===== config.mk =====
export PLATFORM = sky130hd
export DESIGN_NAME = palette_color_adjust_flat
export DESIGN_NICKNAME = d
export VERILOG_FILES = /design/src/design/pca_pkg.sv /design/src/design/pca_if.sv /design/src/design/palette_color_adjust.sv /design/src/flat_wrapper.sv
export SDC_FILE = /design/constraint.sdc
export NUM_CORES = 2
export LEC_CHECK = 0
export ABC_AREA = 0
export BUFFER_PORTS_ARGS = -buffer_cell sky130_fd_sc_hd__buf_2
export CORE_MARGIN = 8
export CORE_UTILIZATION = 55
export CTS_CLUSTER_DIAMETER = 30
export DETAILED_ROUTE_END_ITERATION = 8
export PLACE_DENSITY_LB_ADDON = 0.05
export SKIP_LAST_GASP = 1
export SLEW_MARGIN = 10
export SYNTH_ARGS = -nofsm -noshare
export SYNTH_HDL_FRONTEND = slang
export SYNTH_SLANG_ARGS = --single-unit
export TNS_END_PERCENT = 5

===== constraint.sdc =====
create_clock -name clock -period 11.52 [get_ports clock]
set_input_delay 2.304 -clock clock [delete_from_list [all_inputs] [get_ports clock]]
set_output_delay 2.304 -clock clock [all_outputs]
set_load 0.01 [all_outputs]

===== src/design/pca_pkg.sv =====
`timescale 1ns / 1ps
// ----------------------------------------------------------------------------
// pca_pkg
// Shared types, constants and helper functions for the palette color adjust
// block.
// ----------------------------------------------------------------------------
package pca_pkg;

   localparam int INDEX_W   = 15;
   localparam int WIDE_W    = 32;
   localparam int NARROW_W  = 16;
   localparam int CSR_IDX_W = 3;
   localparam int CSR_DATA_W = 8;
   localparam int LEVEL_W   = 6;
   localparam int CHANNELS  = 3;

   localparam logic [LEVEL_W-1:0] LEVEL_MAX = 6'd63;

   // reciprocals for the constant divisions
   localparam logic [13:0] RECIP7   = 14'd9363;  // x/7 as (x*9363)>>16, x < 512
   localparam logic [12:0] RECIP100 = 13'd5243;  // x/100 as (x*5243)>>19, x < 16384

   // luma weights over 65536
   localparam logic [15:0] W_RED   = 16'd19660;
   localparam logic [15:0] W_GREEN = 16'd38666;
   localparam logic [15:0] W_BLUE  = 16'd7208;

   localparam logic [11:0] HIGHLIGHT_OFS = 12'h777;

   localparam logic [WIDE_W-1:0]   ALPHA_OPAQUE = 32'hFF00_0000;
   localparam logic [WIDE_W-1:0]   PINK_WIDE    = 32'h00FF_00FF;
   localparam logic [NARROW_W-1:0] PINK_RGB565  = 16'hF81F;
   localparam logic [NARROW_W-1:0] PINK_RGB555  = 16'h7C1F;
   localparam logic [23:0]         INVERT_WIDE  = 24'hFF_FFFF;
   localparam logic [NARROW_W-1:0] INVERT_NARROW = 16'hFFFF;

   // register indexes
   typedef enum logic [CSR_IDX_W-1:0] {
      REG_RED_GAIN     = 3'd0,
      REG_GREEN_GAIN   = 3'd1,
      REG_BLUE_GAIN    = 3'd2,
      REG_BRIGHTNESS   = 3'd3,
      REG_CONTRAST     = 3'd4,
      REG_EFFECT_FLAGS = 3'd5
   } reg_index_type;

   // effect flag bits
   localparam int FLAG_GREY   = 0;
   localparam int FLAG_INVERT = 1;
   localparam int FLAG_PINK   = 2;
   localparam int FLAG_RGB555 = 3;

   // palette pages
   typedef enum logic [1:0] {
      PAGE_BASE      = 2'd0,
      PAGE_SHADOW    = 2'd1,
      PAGE_HIGHLIGHT = 2'd2,
      PAGE_NORMAL    = 2'd3
   } page_type;

   typedef logic [LEVEL_W-1:0] level_type;
   typedef logic signed [6:0]  offset_type;

   // brightness offset (b-100)*32/100, truncated toward zero
   function automatic offset_type brightness_offset(input logic [7:0] bright);
      logic signed [8:0] d;
      logic        [7:0] mag;
      logic       [12:0] scaled;
      logic       [24:0] prod;
      logic        [5:0] q;
      d      = $signed({1'b0, bright}) - 9'sd100;
      mag    = d[8] ? 8'(-d) : d[7:0];
      scaled = {mag, 5'b00000};
      prod   = 25'(scaled) * 25'(RECIP100);
      q      = prod[24:19];
      return d[8] ? -$signed({1'b0, q}) : $signed({1'b0, q});
   endfunction

   function automatic logic [NARROW_W-1:0] pack_narrow(input level_type r,
                                                       input level_type g,
                                                       input level_type b,
                                                       input logic      m555);
      if (m555) begin
         return {1'b0, r[5:1], g[5:1], b[5:1]};
      end
      return {r[5:1], g, b[5:1]};
   endfunction

endpackage


===== src/design/pca_if.sv =====
`timescale 1ns / 1ps
// ----------------------------------------------------------------------------
// pca_req_if / pca_rsp_if
// Valid/ready channels carrying palette indexes in and colors out.
// ----------------------------------------------------------------------------
interface pca_req_if
   import pca_pkg::*;
   ();
   logic               valid;
   logic               ready;
   logic [INDEX_W-1:0] palette_index;

   modport source (output valid, output palette_index, input ready);
   modport sink   (input valid, input palette_index, output ready);
endinterface

interface pca_rsp_if
   import pca_pkg::*;
   ();
   logic                valid;
   logic                ready;
   logic [WIDE_W-1:0]   color_wide;
   logic [NARROW_W-1:0] color_narrow;

   modport source (output valid, output color_wide, output color_narrow, input ready);
   modport sink   (input valid, input color_wide, input color_narrow, output ready);
endinterface


===== src/design/palette_color_adjust.sv =====
`timescale 1ns / 1ps
// ----------------------------------------------------------------------------
// palette_color_adjust
// Six-stage pipeline turning a palette index into an ARGB and a 16-bit color.
// ----------------------------------------------------------------------------
// usage
//  - req_chan takes one palette index per item, rsp_chan returns one item
//    with color_wide (ARGB) and color_narrow (rgb565, or rgb555 by flag)
//  - every accepted item gives exactly one result item, in order
//  - six register stages, stage 0 to stage 5; an accepted item passes them in
//    order and shows on rsp_chan from the stage 5 output register
//  - throughput: one item per cycle while nothing stalls, set by the six stages each
//    taking a new item every cycle (gain, divide, contrast, divide, luma product, luma sum)
//  - csr port: csr_we with csr_index and csr_wdata writes one register per
//    edge; the user must make writes only while no item is in flight, the block does not enforce it
//  - the brightness register is kept as its precomputed offset
//  - reset (synchronous, active high) empties the pipeline and loads the
//    register defaults: gains 255, brightness 100, contrast 100, flags 0
//  - when the receiver stalls, each stage holds its item; a stage with a
//    bubble still takes a new item, so req_chan.ready only drops once the
//    stage chain in front of the stall is full
// ----------------------------------------------------------------------------
module palette_color_adjust
   import pca_pkg::*;
(
   input  logic                  clock,
   input  logic                  reset,
   pca_req_if.sink               req_chan,
   pca_rsp_if.source             rsp_chan,
   input  logic                  csr_we,
   input  logic [CSR_IDX_W-1:0]  csr_index,
   input  logic [CSR_DATA_W-1:0] csr_wdata
);

   localparam int STAGES = 6;

   // ---------------------------------------------------------------------
   // configuration registers
   // ---------------------------------------------------------------------
   logic [7:0] gain_ff [CHANNELS];
   offset_type offset_ff;
   logic [7:0] contrast_ff;
   logic [3:0] flags_ff;

   always_ff @(posedge clock) begin
      if (reset) begin
         for (int c = 0; c < CHANNELS; c++) begin
            gain_ff[c] <= 8'd255;
         end
         offset_ff   <= '0;
         contrast_ff <= 8'd100;
         flags_ff    <= '0;
      end else if (csr_we) begin
         unique case (csr_index)
            REG_RED_GAIN:     gain_ff[0]  <= csr_wdata;
            REG_GREEN_GAIN:   gain_ff[1]  <= csr_wdata;
            REG_BLUE_GAIN:    gain_ff[2]  <= csr_wdata;
            REG_BRIGHTNESS:   offset_ff   <= brightness_offset(csr_wdata);
            REG_CONTRAST:     contrast_ff <= csr_wdata;
            REG_EFFECT_FLAGS: flags_ff    <= csr_wdata[3:0];
            default: ;  // unused indexes are dropped
         endcase
      end
   end

   wire m555 = flags_ff[FLAG_RGB555];

   // ---------------------------------------------------------------------
   // stage flow control: a stage loads when it is empty or its item moves on
   // ---------------------------------------------------------------------
   logic [STAGES-1:0] vld_ff;
   logic [STAGES-1:0] adv;

   always_comb begin
      adv[STAGES-1] = !vld_ff[STAGES-1] || rsp_chan.ready;
      for (int k = STAGES - 2; k >= 0; k--) begin
         adv[k] = !vld_ff[k] || adv[k+1];
      end
   end

   assign req_chan.ready = adv[0];

   always_ff @(posedge clock) begin
      if (reset) begin
         vld_ff <= '0;
      end else begin
         if (adv[0]) vld_ff[0] <= req_chan.valid;
         for (int k = 1; k < STAGES; k++) begin
            if (adv[k]) vld_ff[k] <= vld_ff[k-1];
         end
      end
   end

   // keep flag: index bit 14, exempts the entry from the pink background
   logic [STAGES-2:0] keep_ff;

   always_ff @(posedge clock) begin
      if (adv[0]) keep_ff[0] <= req_chan.palette_index[14];
      for (int k = 1; k < STAGES - 1; k++) begin
         if (adv[k]) keep_ff[k] <= keep_ff[k-1];
      end
   end

   // ---------------------------------------------------------------------
   // stage 0: page remap and gain product level*gain
   // ---------------------------------------------------------------------
   logic [11:0] base;
   logic [13:0] x_in [CHANNELS];
   logic [13:0] x_ff [CHANNELS];

   always_comb begin
      unique case (page_type'(req_chan.palette_index[13:12]))
         PAGE_SHADOW:    base = {1'b0, req_chan.palette_index[11:1]};
         PAGE_HIGHLIGHT: base = {1'b0, req_chan.palette_index[11:1]} + HIGHLIGHT_OFS;
         default:        base = req_chan.palette_index[11:0];  // base and normal pages
      endcase
      for (int c = 0; c < CHANNELS; c++) begin
         x_in[c] = 14'({base[4*c +: 4], 2'b00}) * 14'(gain_ff[c]);
      end
   end

   always_ff @(posedge clock) begin
      if (adv[0]) x_ff <= x_in;
   end

   // ---------------------------------------------------------------------
   // stage 1: divide by 224 as (x>>5)/7, add brightness offset, clamp
   // ---------------------------------------------------------------------
   level_type v_in [CHANNELS];
   level_type v_ff [CHANNELS];

   always_comb begin
      logic [22:0]       div_prod;
      logic [6:0]        scaled;
      logic signed [8:0] sum;
      for (int c = 0; c < CHANNELS; c++) begin
         div_prod = 23'(x_ff[c][13:5]) * 23'(RECIP7);
         scaled   = div_prod[22:16];
         sum      = $signed({2'b00, scaled}) + 9'(offset_ff);
         if (sum < 0) begin
            v_in[c] = '0;
         end else if (sum > 9'sd63) begin
            v_in[c] = LEVEL_MAX;
         end else begin
            v_in[c] = sum[5:0];
         end
      end
   end

   always_ff @(posedge clock) begin
      if (adv[1]) v_ff <= v_in;
   end

   // ---------------------------------------------------------------------
   // stage 2: contrast product
   // ---------------------------------------------------------------------
   logic [13:0] p_in [CHANNELS];
   logic [13:0] p_ff [CHANNELS];

   always_comb begin
      for (int c = 0; c < CHANNELS; c++) begin
         p_in[c] = 14'(v_ff[c]) * 14'(contrast_ff);
      end
   end

   always_ff @(posedge clock) begin
      if (adv[2]) p_ff <= p_in;
   end

   // ---------------------------------------------------------------------
   // stage 3: divide by 100 and clamp to the level range
   // ---------------------------------------------------------------------
   level_type lvl_in [CHANNELS];
   level_type lvl_ff [CHANNELS];

   always_comb begin
      logic [26:0] div_prod;
      logic [7:0]  quot;
      for (int c = 0; c < CHANNELS; c++) begin
         div_prod = 27'(p_ff[c]) * 27'(RECIP100);
         quot     = div_prod[26:19];
         lvl_in[c] = (quot > 8'(LEVEL_MAX)) ? LEVEL_MAX : quot[5:0];
      end
   end

   always_ff @(posedge clock) begin
      if (adv[3]) lvl_ff <= lvl_in;
   end

   // ---------------------------------------------------------------------
   // stage 4: luma weight products for the wide and the narrow color
   // ---------------------------------------------------------------------
   logic [15:0] weight [CHANNELS];
   level_type   nlvl   [CHANNELS];
   logic [23:0] pw_in  [CHANNELS];
   logic [21:0] pn_in  [CHANNELS];
   logic [23:0] pw_ff  [CHANNELS];
   logic [21:0] pn_ff  [CHANNELS];
   level_type   lvl4_ff [CHANNELS];

   always_comb begin
      weight[0] = W_RED;
      weight[1] = W_GREEN;
      weight[2] = W_BLUE;
      // narrow channels widened back to six bits after packing
      nlvl[0] = {lvl_ff[0][5:1], 1'b0};
      nlvl[1] = m555 ? {lvl_ff[1][5:1], 1'b0} : lvl_ff[1];
      nlvl[2] = {lvl_ff[2][5:1], 1'b0};
      for (int c = 0; c < CHANNELS; c++) begin
         pw_in[c] = 24'({lvl_ff[c], 2'b00}) * 24'(weight[c]);
         pn_in[c] = 22'(nlvl[c]) * 22'(weight[c]);
      end
   end

   always_ff @(posedge clock) begin
      if (adv[4]) begin
         pw_ff   <= pw_in;
         pn_ff   <= pn_in;
         lvl4_ff <= lvl_ff;
      end
   end

   // ---------------------------------------------------------------------
   // stage 5: luma sums, pack, invert, pink background -> output register
   // ---------------------------------------------------------------------
   logic [WIDE_W-1:0]   wide_in,   wide_ff;
   logic [NARROW_W-1:0] narrow_in, narrow_ff;
   logic                pink_in,   pink_ff;

   always_comb begin
      logic [9:0] yw_sum;
      logic [7:0] yn_sum;
      logic [7:0] yw;
      level_type  yn;
      yw_sum = 10'(pw_ff[0][23:16]) + 10'(pw_ff[1][23:16]) + 10'(pw_ff[2][23:16]);
      yn_sum = 8'(pn_ff[0][21:16]) + 8'(pn_ff[1][21:16]) + 8'(pn_ff[2][21:16]);
      yw     = yw_sum[7:0];  // weights sum below one, stays under 256
      yn     = yn_sum[5:0];  // stays under 64 likewise

      if (flags_ff[FLAG_GREY]) begin
         wide_in   = ALPHA_OPAQUE | {8'h00, yw, yw, yw};
         narrow_in = pack_narrow(yn, yn, yn, m555);
      end else begin
         wide_in   = ALPHA_OPAQUE | {8'h00, lvl4_ff[0], 2'b00, lvl4_ff[1], 2'b00,
                                     lvl4_ff[2], 2'b00};
         narrow_in = pack_narrow(lvl4_ff[0], lvl4_ff[1], lvl4_ff[2], m555);
      end

      if (flags_ff[FLAG_INVERT]) begin
         wide_in   = wide_in ^ {8'h00, INVERT_WIDE};
         narrow_in = narrow_in ^ INVERT_NARROW;
      end

      pink_in = flags_ff[FLAG_PINK] && !keep_ff[STAGES-2];
      if (pink_in) begin
         wide_in   = PINK_WIDE;
         narrow_in = m555 ? PINK_RGB555 : PINK_RGB565;
      end
   end

   always_ff @(posedge clock) begin
      if (adv[5]) begin
         wide_ff   <= wide_in;
         narrow_ff <= narrow_in;
         pink_ff   <= pink_in;
      end
   end

   assign rsp_chan.valid        = vld_ff[STAGES-1];
   assign rsp_chan.color_wide   = wide_ff;
   assign rsp_chan.color_narrow = narrow_ff;

   // ---------------------------------------------------------------------
   // assertions
   // ---------------------------------------------------------------------
   a_accept_enters: assert property (@(posedge clock) disable iff (reset)
      (req_chan.valid && req_chan.ready) |=> vld_ff[0])
      else $error("accepted item missing from first stage");

   a_full_blocks: assert property (@(posedge clock) disable iff (reset)
      (rsp_chan.valid && !rsp_chan.ready && (&vld_ff)) |-> !req_chan.ready)
      else $error("input taken while pipeline full and stalled");

   a_stage_holds: assert property (@(posedge clock) disable iff (reset)
      (vld_ff[4] && !adv[5]) |=> (vld_ff[4] && $stable(pw_ff[1]) && $stable(lvl4_ff[0])))
      else $error("stalled stage lost or changed its item");

   a_pink_value: assert property (@(posedge clock) disable iff (reset)
      (rsp_chan.valid && pink_ff) |-> (rsp_chan.color_wide == PINK_WIDE))
      else $error("pink item with wrong wide color");

endmodule

===== src/flat_wrapper.sv =====
// flat-port wrapper written by rule: the top's interface ports become plain ports
module palette_color_adjust_flat import pca_pkg::*;
  (clock, reset, csr_we, csr_index, csr_wdata, req_chan_valid, req_chan_palette_index, req_chan_ready, rsp_chan_valid, rsp_chan_color_wide, rsp_chan_color_narrow, rsp_chan_ready);
  pca_req_if req_chan_i ();
  pca_rsp_if rsp_chan_i ();
  input  logic clock;
  input  logic reset;
  input  logic csr_we;
  input  logic [CSR_IDX_W-1:0] csr_index;
  input  logic [CSR_DATA_W-1:0] csr_wdata;
  input wire logic [$bits(req_chan_i.valid)-1:0] req_chan_valid;
  input wire logic [$bits(req_chan_i.palette_index)-1:0] req_chan_palette_index;
  output wire logic [$bits(req_chan_i.ready)-1:0] req_chan_ready;
  output wire logic [$bits(rsp_chan_i.valid)-1:0] rsp_chan_valid;
  output wire logic [$bits(rsp_chan_i.color_wide)-1:0] rsp_chan_color_wide;
  output wire logic [$bits(rsp_chan_i.color_narrow)-1:0] rsp_chan_color_narrow;
  input wire logic [$bits(rsp_chan_i.ready)-1:0] rsp_chan_ready;
  assign req_chan_i.valid = req_chan_valid;
  assign req_chan_i.palette_index = req_chan_palette_index;
  assign req_chan_ready = req_chan_i.ready;
  assign rsp_chan_valid = rsp_chan_i.valid;
  assign rsp_chan_color_wide = rsp_chan_i.color_wide;
  assign rsp_chan_color_narrow = rsp_chan_i.color_narrow;
  assign rsp_chan_i.ready = rsp_chan_ready;
  palette_color_adjust u_core (.clock(clock), .reset(reset), .req_chan(req_chan_i), .rsp_chan(rsp_chan_i), .csr_we(csr_we), .csr_index(csr_index), .csr_wdata(csr_wdata));
endmodule

Word level (Yosys, flattened, before mapping)
Memories as Yosys holds them, arrays and structs flattened.
Cells that the tools add are included.

cells by class
  reduce and logical (&&, ||, !) cells = 18
  multipliers = 19
  bitwise gates (word level) = 5
  equal/unequal tests = 7
  multiplexer cells = 37
  add/subtract/negate cells = 11
  $lt $le $gt $ge = 9

operators by type and width
  kind                    number
  $mux 16                 8
  $mul 14x13->27 const B  3
  $mul 9x14->23 const B   3
  $mux 24                 2
  $mul 6x15->21 const B   2
  $mul 6x8->14            3
  $mul 4x8->12            3
  $mux 8                  4
  $add 8x7->9             3
  $gt 9x7->1 const B      3
  $lt 9x1->1 const B      3
  $gt 8x6->1 const B      3
  $not 24->24             1
  $pmux 12 s2             1
  $mul 8x13->20 const B   1
  $mul 6x13->19 const B   1
  $mul 5x13->18 const B   1
  $mux 1                  18
  $mux 6                  3
  $mul 6x10->16 const B   1
  $not 16->16             1
  $mul 5x10->15 const B   1
  $add 11x11->12 const B  1
  $sub 8x7->9 const B     1
  other kinds (18)        35

storage, ports and cells
  bits in registers = 320
  memories = 1
  output and inout port bits = 50
  word-level logic and storage cells = 144
  bits of input ports = 31
  memory bits (writable) = 24

memory list
  name            words  width  rd ports  clocked after Yosys merged registers in  wr ports  line                        RTL
  u_core.gain_ff  3      8      3         0                                        3         palette_color_adjust.sv:40  logic [7:0] gain_ff [CHANNELS];

Logic depth before layout (Yosys ltp)
  depth after elaboration = 8
  depth in mapped cells = 34

Least setup slack after synthesis
No wires, ideal clock.

  path type = input port to flip-flop
  from = input csr_wdata[2]
  to = register u_core.offset_ff[4]
  setup time = 0.106 ns
  arrival = 8.585 ns
  setup slack = 2.829 ns
  cell stages on the path = 31
  cell sequence = inv_1 -> ha_1 -> buf_2 -> nand2b_1 -> a31oi_1 -> clkbuf_1 -> nand2_1 -> o21ai_0 -> o21ai_0 -> o21ai_0 -> xor2_1 -> ha_1 -> fa_1 -> fa_1 -> inv_1 -> fa_1 -> inv_1 -> ha_1 -> or3_2 -> a211oi_1 -> nand3_1 -> o21ai_0 -> xnor2_1 -> inv_1 -> ha_1 -> inv_1 -> or4_1 -> o21ai_0 -> mux2i_1 -> o21ai_0 -> o311ai_0

on the way
  longest elaborated chain between the ends = 6

RTL lines
  item                  line                        RTL
  from (decl)           flat_wrapper.sv:10          input logic [CSR_DATA_W-1:0] csr_wdata;
  $sub 8x7->9 *         pca_pkg.sv:71               d = $signed({1'b0, bright}) - 9'sd100;
  $neg 8->8             pca_pkg.sv:72               mag = d[8] ? 8'(-d) : d[7:0];
  $mux 8                pca_pkg.sv:72
  $mul 8x13->20         pca_pkg.sv:74               prod = 25'(scaled) * 25'(RECIP100);
  $neg 6->7             pca_pkg.sv:76               return d[8] ? -$signed({1'b0, q}) : $signed({1'b0, q});
  $mux 7 *              pca_pkg.sv:76
  to (signal assigned)  palette_color_adjust.sv:58  REG_BRIGHTNESS: offset_ff <= brightness_offset(csr_wdata);
  to (decl)             palette_color_adjust.sv:41  offset_type offset_ff;

Every way passes the cells marked *; elsewhere a longest branch is shown, timed or not.
A chain may end at the register's enable or synchronous reset.

Final worst setup path
Same ends and word-level chain as after synthesis.

==> results by group <==
Status
  – Outcome: finished, final reports clean

Placed design
  – DP Worst Slack: approximately 1.6 ns
  – Routability cong.: between 0.8 and 0.9
  – Post-DP HPWL: 63400 um
  – Port-buffer cells: 80
  – Placed inst area: ~38000 um2

Routing
  – Detailed Routing Iterations Pass 1: 7
  – DR vias/cell: 5.38
  – Routed length per instance: 16.3 um
  – Aggregate routed wire length: approximately 75000 um
  – Initial DRC count: approximately 900
  – # DRC: 0
  – Vias: 24600
  – Remaining antenna violation count: 0

STA
  – Max frequency: 106 MHz
  – Final slew viol count: 0
  – Final worst slack: 2.12 ns
  – Slew margin rel.: 0.300
  – Final setup vio count: 0
  – Setup_tns: 0 ns
  – Tmin final: about 9.4 ns
  – RSZ-0062 raised after global routing: false
  – Final period utilization: 0.816
  – Hold_ws: 0.416 ns
  – Worst-margin pin slew: 1.05 ns
  – Setup Skew: 0.0664 ns
  – Endpoints failing hold: 0

GRT
  – Met1 Resource Use GR: 0.267
  – Gr usage total: 0.208
  – Routing usage on met3: 0.0308
  – Global route hottest layer: met2
  – GRT overflow: 0
  – Largest net degree at the start of global routing: 54
  – Vias in the first global route: 26700
  – GRT met2 Usage: 0.361
  – Initial antenna violation count: 5
  – First-pass GRT wire length: about 130000 um

CTS
  – CTS root buf: clkbuf_16
  – Total clock sinks: 250
  – H-tree levels: 3
  – Post-CTS resize count: 0
  – CTS max path bufs: 3
  – Post-CTS setup buffers: 0
  – Clk_lat worst skew: 0.62 ns
  – Clock slew at reported path FFs: 0.04 ns
  – CTS Hold Buffers Added: 0
  – CTS tree: done
  – CTS buffer count: 68

Worst setup path
  – CP max-delay cell: o21ai_0
  – CP Capture Type: flop
  – Most used cell, CP: inv_1
  – Critical path type: in2reg
  – Arrival time worst endpoint: 9.86 ns
  – Worst stage delay on the critical path: 0.73 ns
  – CP Data Required Time: 11.98 ns
  – Critical Path Source Type: primary input
  – Critical Path Fanout Max: 9

Run
  – Max-Cap Viols: 0

Finish
  – Commonest non-fill, non-tap cell in the layout: ha_1
  – Antenna diodes: 0
  – Fillers: 5543
  – Design area: ~40000 um2
  – Most frequent cells in the layout: ha_1 (789), inv_1 (702), fa_1 (389)
  – Layout cells sized above 1: 0.0652
  – Final net count: 4873
  – Area Overhead vs Synth: 10.1%

Floorplanning
  – Core area: 65500 um2
  – DIE WIDTH: 273 um
  – Core Rows: 94
  – Chip height: 273 um
  – Die ar.: 74300 um2
  – Io pins: 81
  – Initial Util: 0.553

Yosys
  – Number of synthesized flops with an enable pin: 225
  – Cell taking the most area after synthesis: ha_1
  – Yosys warns: 0
  – Seq cells post-synth: 250
  – Post-Syn Area: approximately 36000 um2
  – Async SR Flop Fraction: 0
  – Dominant synthesized flop cell: edfxtp_1
  – Synth area leaders: ha_1 (27%), fa_1 (22%), edfxtp_1 (19%)
  – Top cell type's share of synthesized area: 0.273
  – Synth Net Count: around 4800
  – Post-synthesis sequential area ratio: 0.200
  – Synth Area per Inst: 10.2 um2
  – Synth unique cells: 80
  – Syn Inst Count: 3557

Worst hold path
  – Hold crit path type: reg2reg
## cell usage after synthesis, drive strengths merged, types with 4 or more instances
library cell and number:
o211ai 4, nand2 225, nand3 33, mux2i 18, nor2b 40, o41ai 4, a22o 4, o2111ai 5
dfxtp 25, clkbuf 35, and2 92, a31o 9, nand4 17, xor2 63, or3 11, mux4 8
fa 389, xnor2 117, nor2 143, o21ai 81, a41oi 5, a211oi 16, edfxtp 225, o211a 4
nand3b 7, o21a 20, nand2b 37, a31oi 13, or2 13, a21oi 157, o31ai 8, ha 789
and4 5, and3 13, a21o 76, a211o 7, inv 702, buf 17, nor3 34, o21bai 33
nor4 4
## logic make-up (layout without fill, tap and decap cells)
| family | count (synthesis) | after routing | synth area share |
|---|---|---|---|
| buffers and inverters | 755 | 910 | 0.0793 |
| multiplexers | 28 | 28 | 0.0106 |
| AND/OR/NAND/NOR | 687 | 687 | 0.0926 |
| AO/OA/AOI/OAI | 479 | 479 | 0.0858 |
| flip-flops | 250 | 250 | 0.200 |
| XOR/XNOR | 180 | 180 | 0.0435 |
| adder cells (fa/ha/maj) | 1178 | 1178 | 0.488 |
## routing by layer
layer	vias up	part of all wire	wire length (um)
met1	12100	0.45	33700
met4	4	0.025	1860
met2	352	0.49	36600
li1	12100	-	-
met3	128	0.033	2490
met5	-	0.00033	25
## path summary, 6_finish.rpt
check | start | to | slack [ns] | cells after the start
hold / removal | u_core.keep_ff[0]$_DFFE_PP_ | u_core.keep_ff[1]$_DFFE_PP_ | 0.42 | 0
hold reg to reg | u_core.keep_ff[0]$_DFFE_PP_ | u_core.keep_ff[1]$_DFFE_PP_ | 0.42 | 0
setup reg to reg | u_core.x_ff[12]$_DFFE_PP_ | u_core.v_ff[5]$_SDFFCE_PN0P_ | 5.24 | 26
setup / recovery | csr_wdata[2] | u_core.offset_ff[4]$_SDFFE_PP0P_ | 2.12 | 29
## critical path: cells and delay by family
family                     cells  cell delay [ns]
xor gates and xnor gates       1             0.58
and+or+nand+nor                4             1.14
AOI/OAI and AO/OA              8             2.15
muxes                          1             0.20
adders and majority gates      7             2.76
buffers and inverters          8             0.72
## state kept, by name, summed over array words and instances (netlist names)
name                          flops
u_core.vld_ff                     6
u_core.pw_ff                     20
u_core.flags_ff                   4
u_core.x_ff                      27
u_core.keep_ff                    5
u_core.pn_ff                     14
u_core.gain_ff                   24
u_core.p_ff                      42
u_core.v_ff                      18
u_core.rsp_chan.color_narrow     16
u_core.rsp_chan.color_wide       23
u_core.lvl4_ff                   18
u_core.contrast_ff                8
u_core.lvl_ff                    18
u_core.offset_ff                  7
## per-stage QoR
step           cells  utilization
2_1_floorplan   3557            -
3_3_place_gp    4458        0.573
3_5_place_dp    4458        0.573
4_1_cts         4576        0.608
5_1_grt         4576        0.608
6_report        4576        0.608
## area by class of cell
| class | count | area, um2 | share of cell area |
|---|---|---|---|
| Inverter | 703 | 2640 | 0.0662 |
| Timing Repair Buffer | 89 | 468 | 0.0117 |
| Sequential cell | 250 | 7260 | 0.182 |
| Tap cell | 864 | 1080 | 0.0271 |
| Multi-Input combinational cell | 2552 | 26100 | 0.655 |
| Clock inverter | 36 | 497 | 0.0125 |
| Clock buffer | 82 | 1810 | 0.0455 |
Power is left out: the tool's default activity adds up to more than one toggle a clock period on the data nets, which glitch-free logic cannot reach.
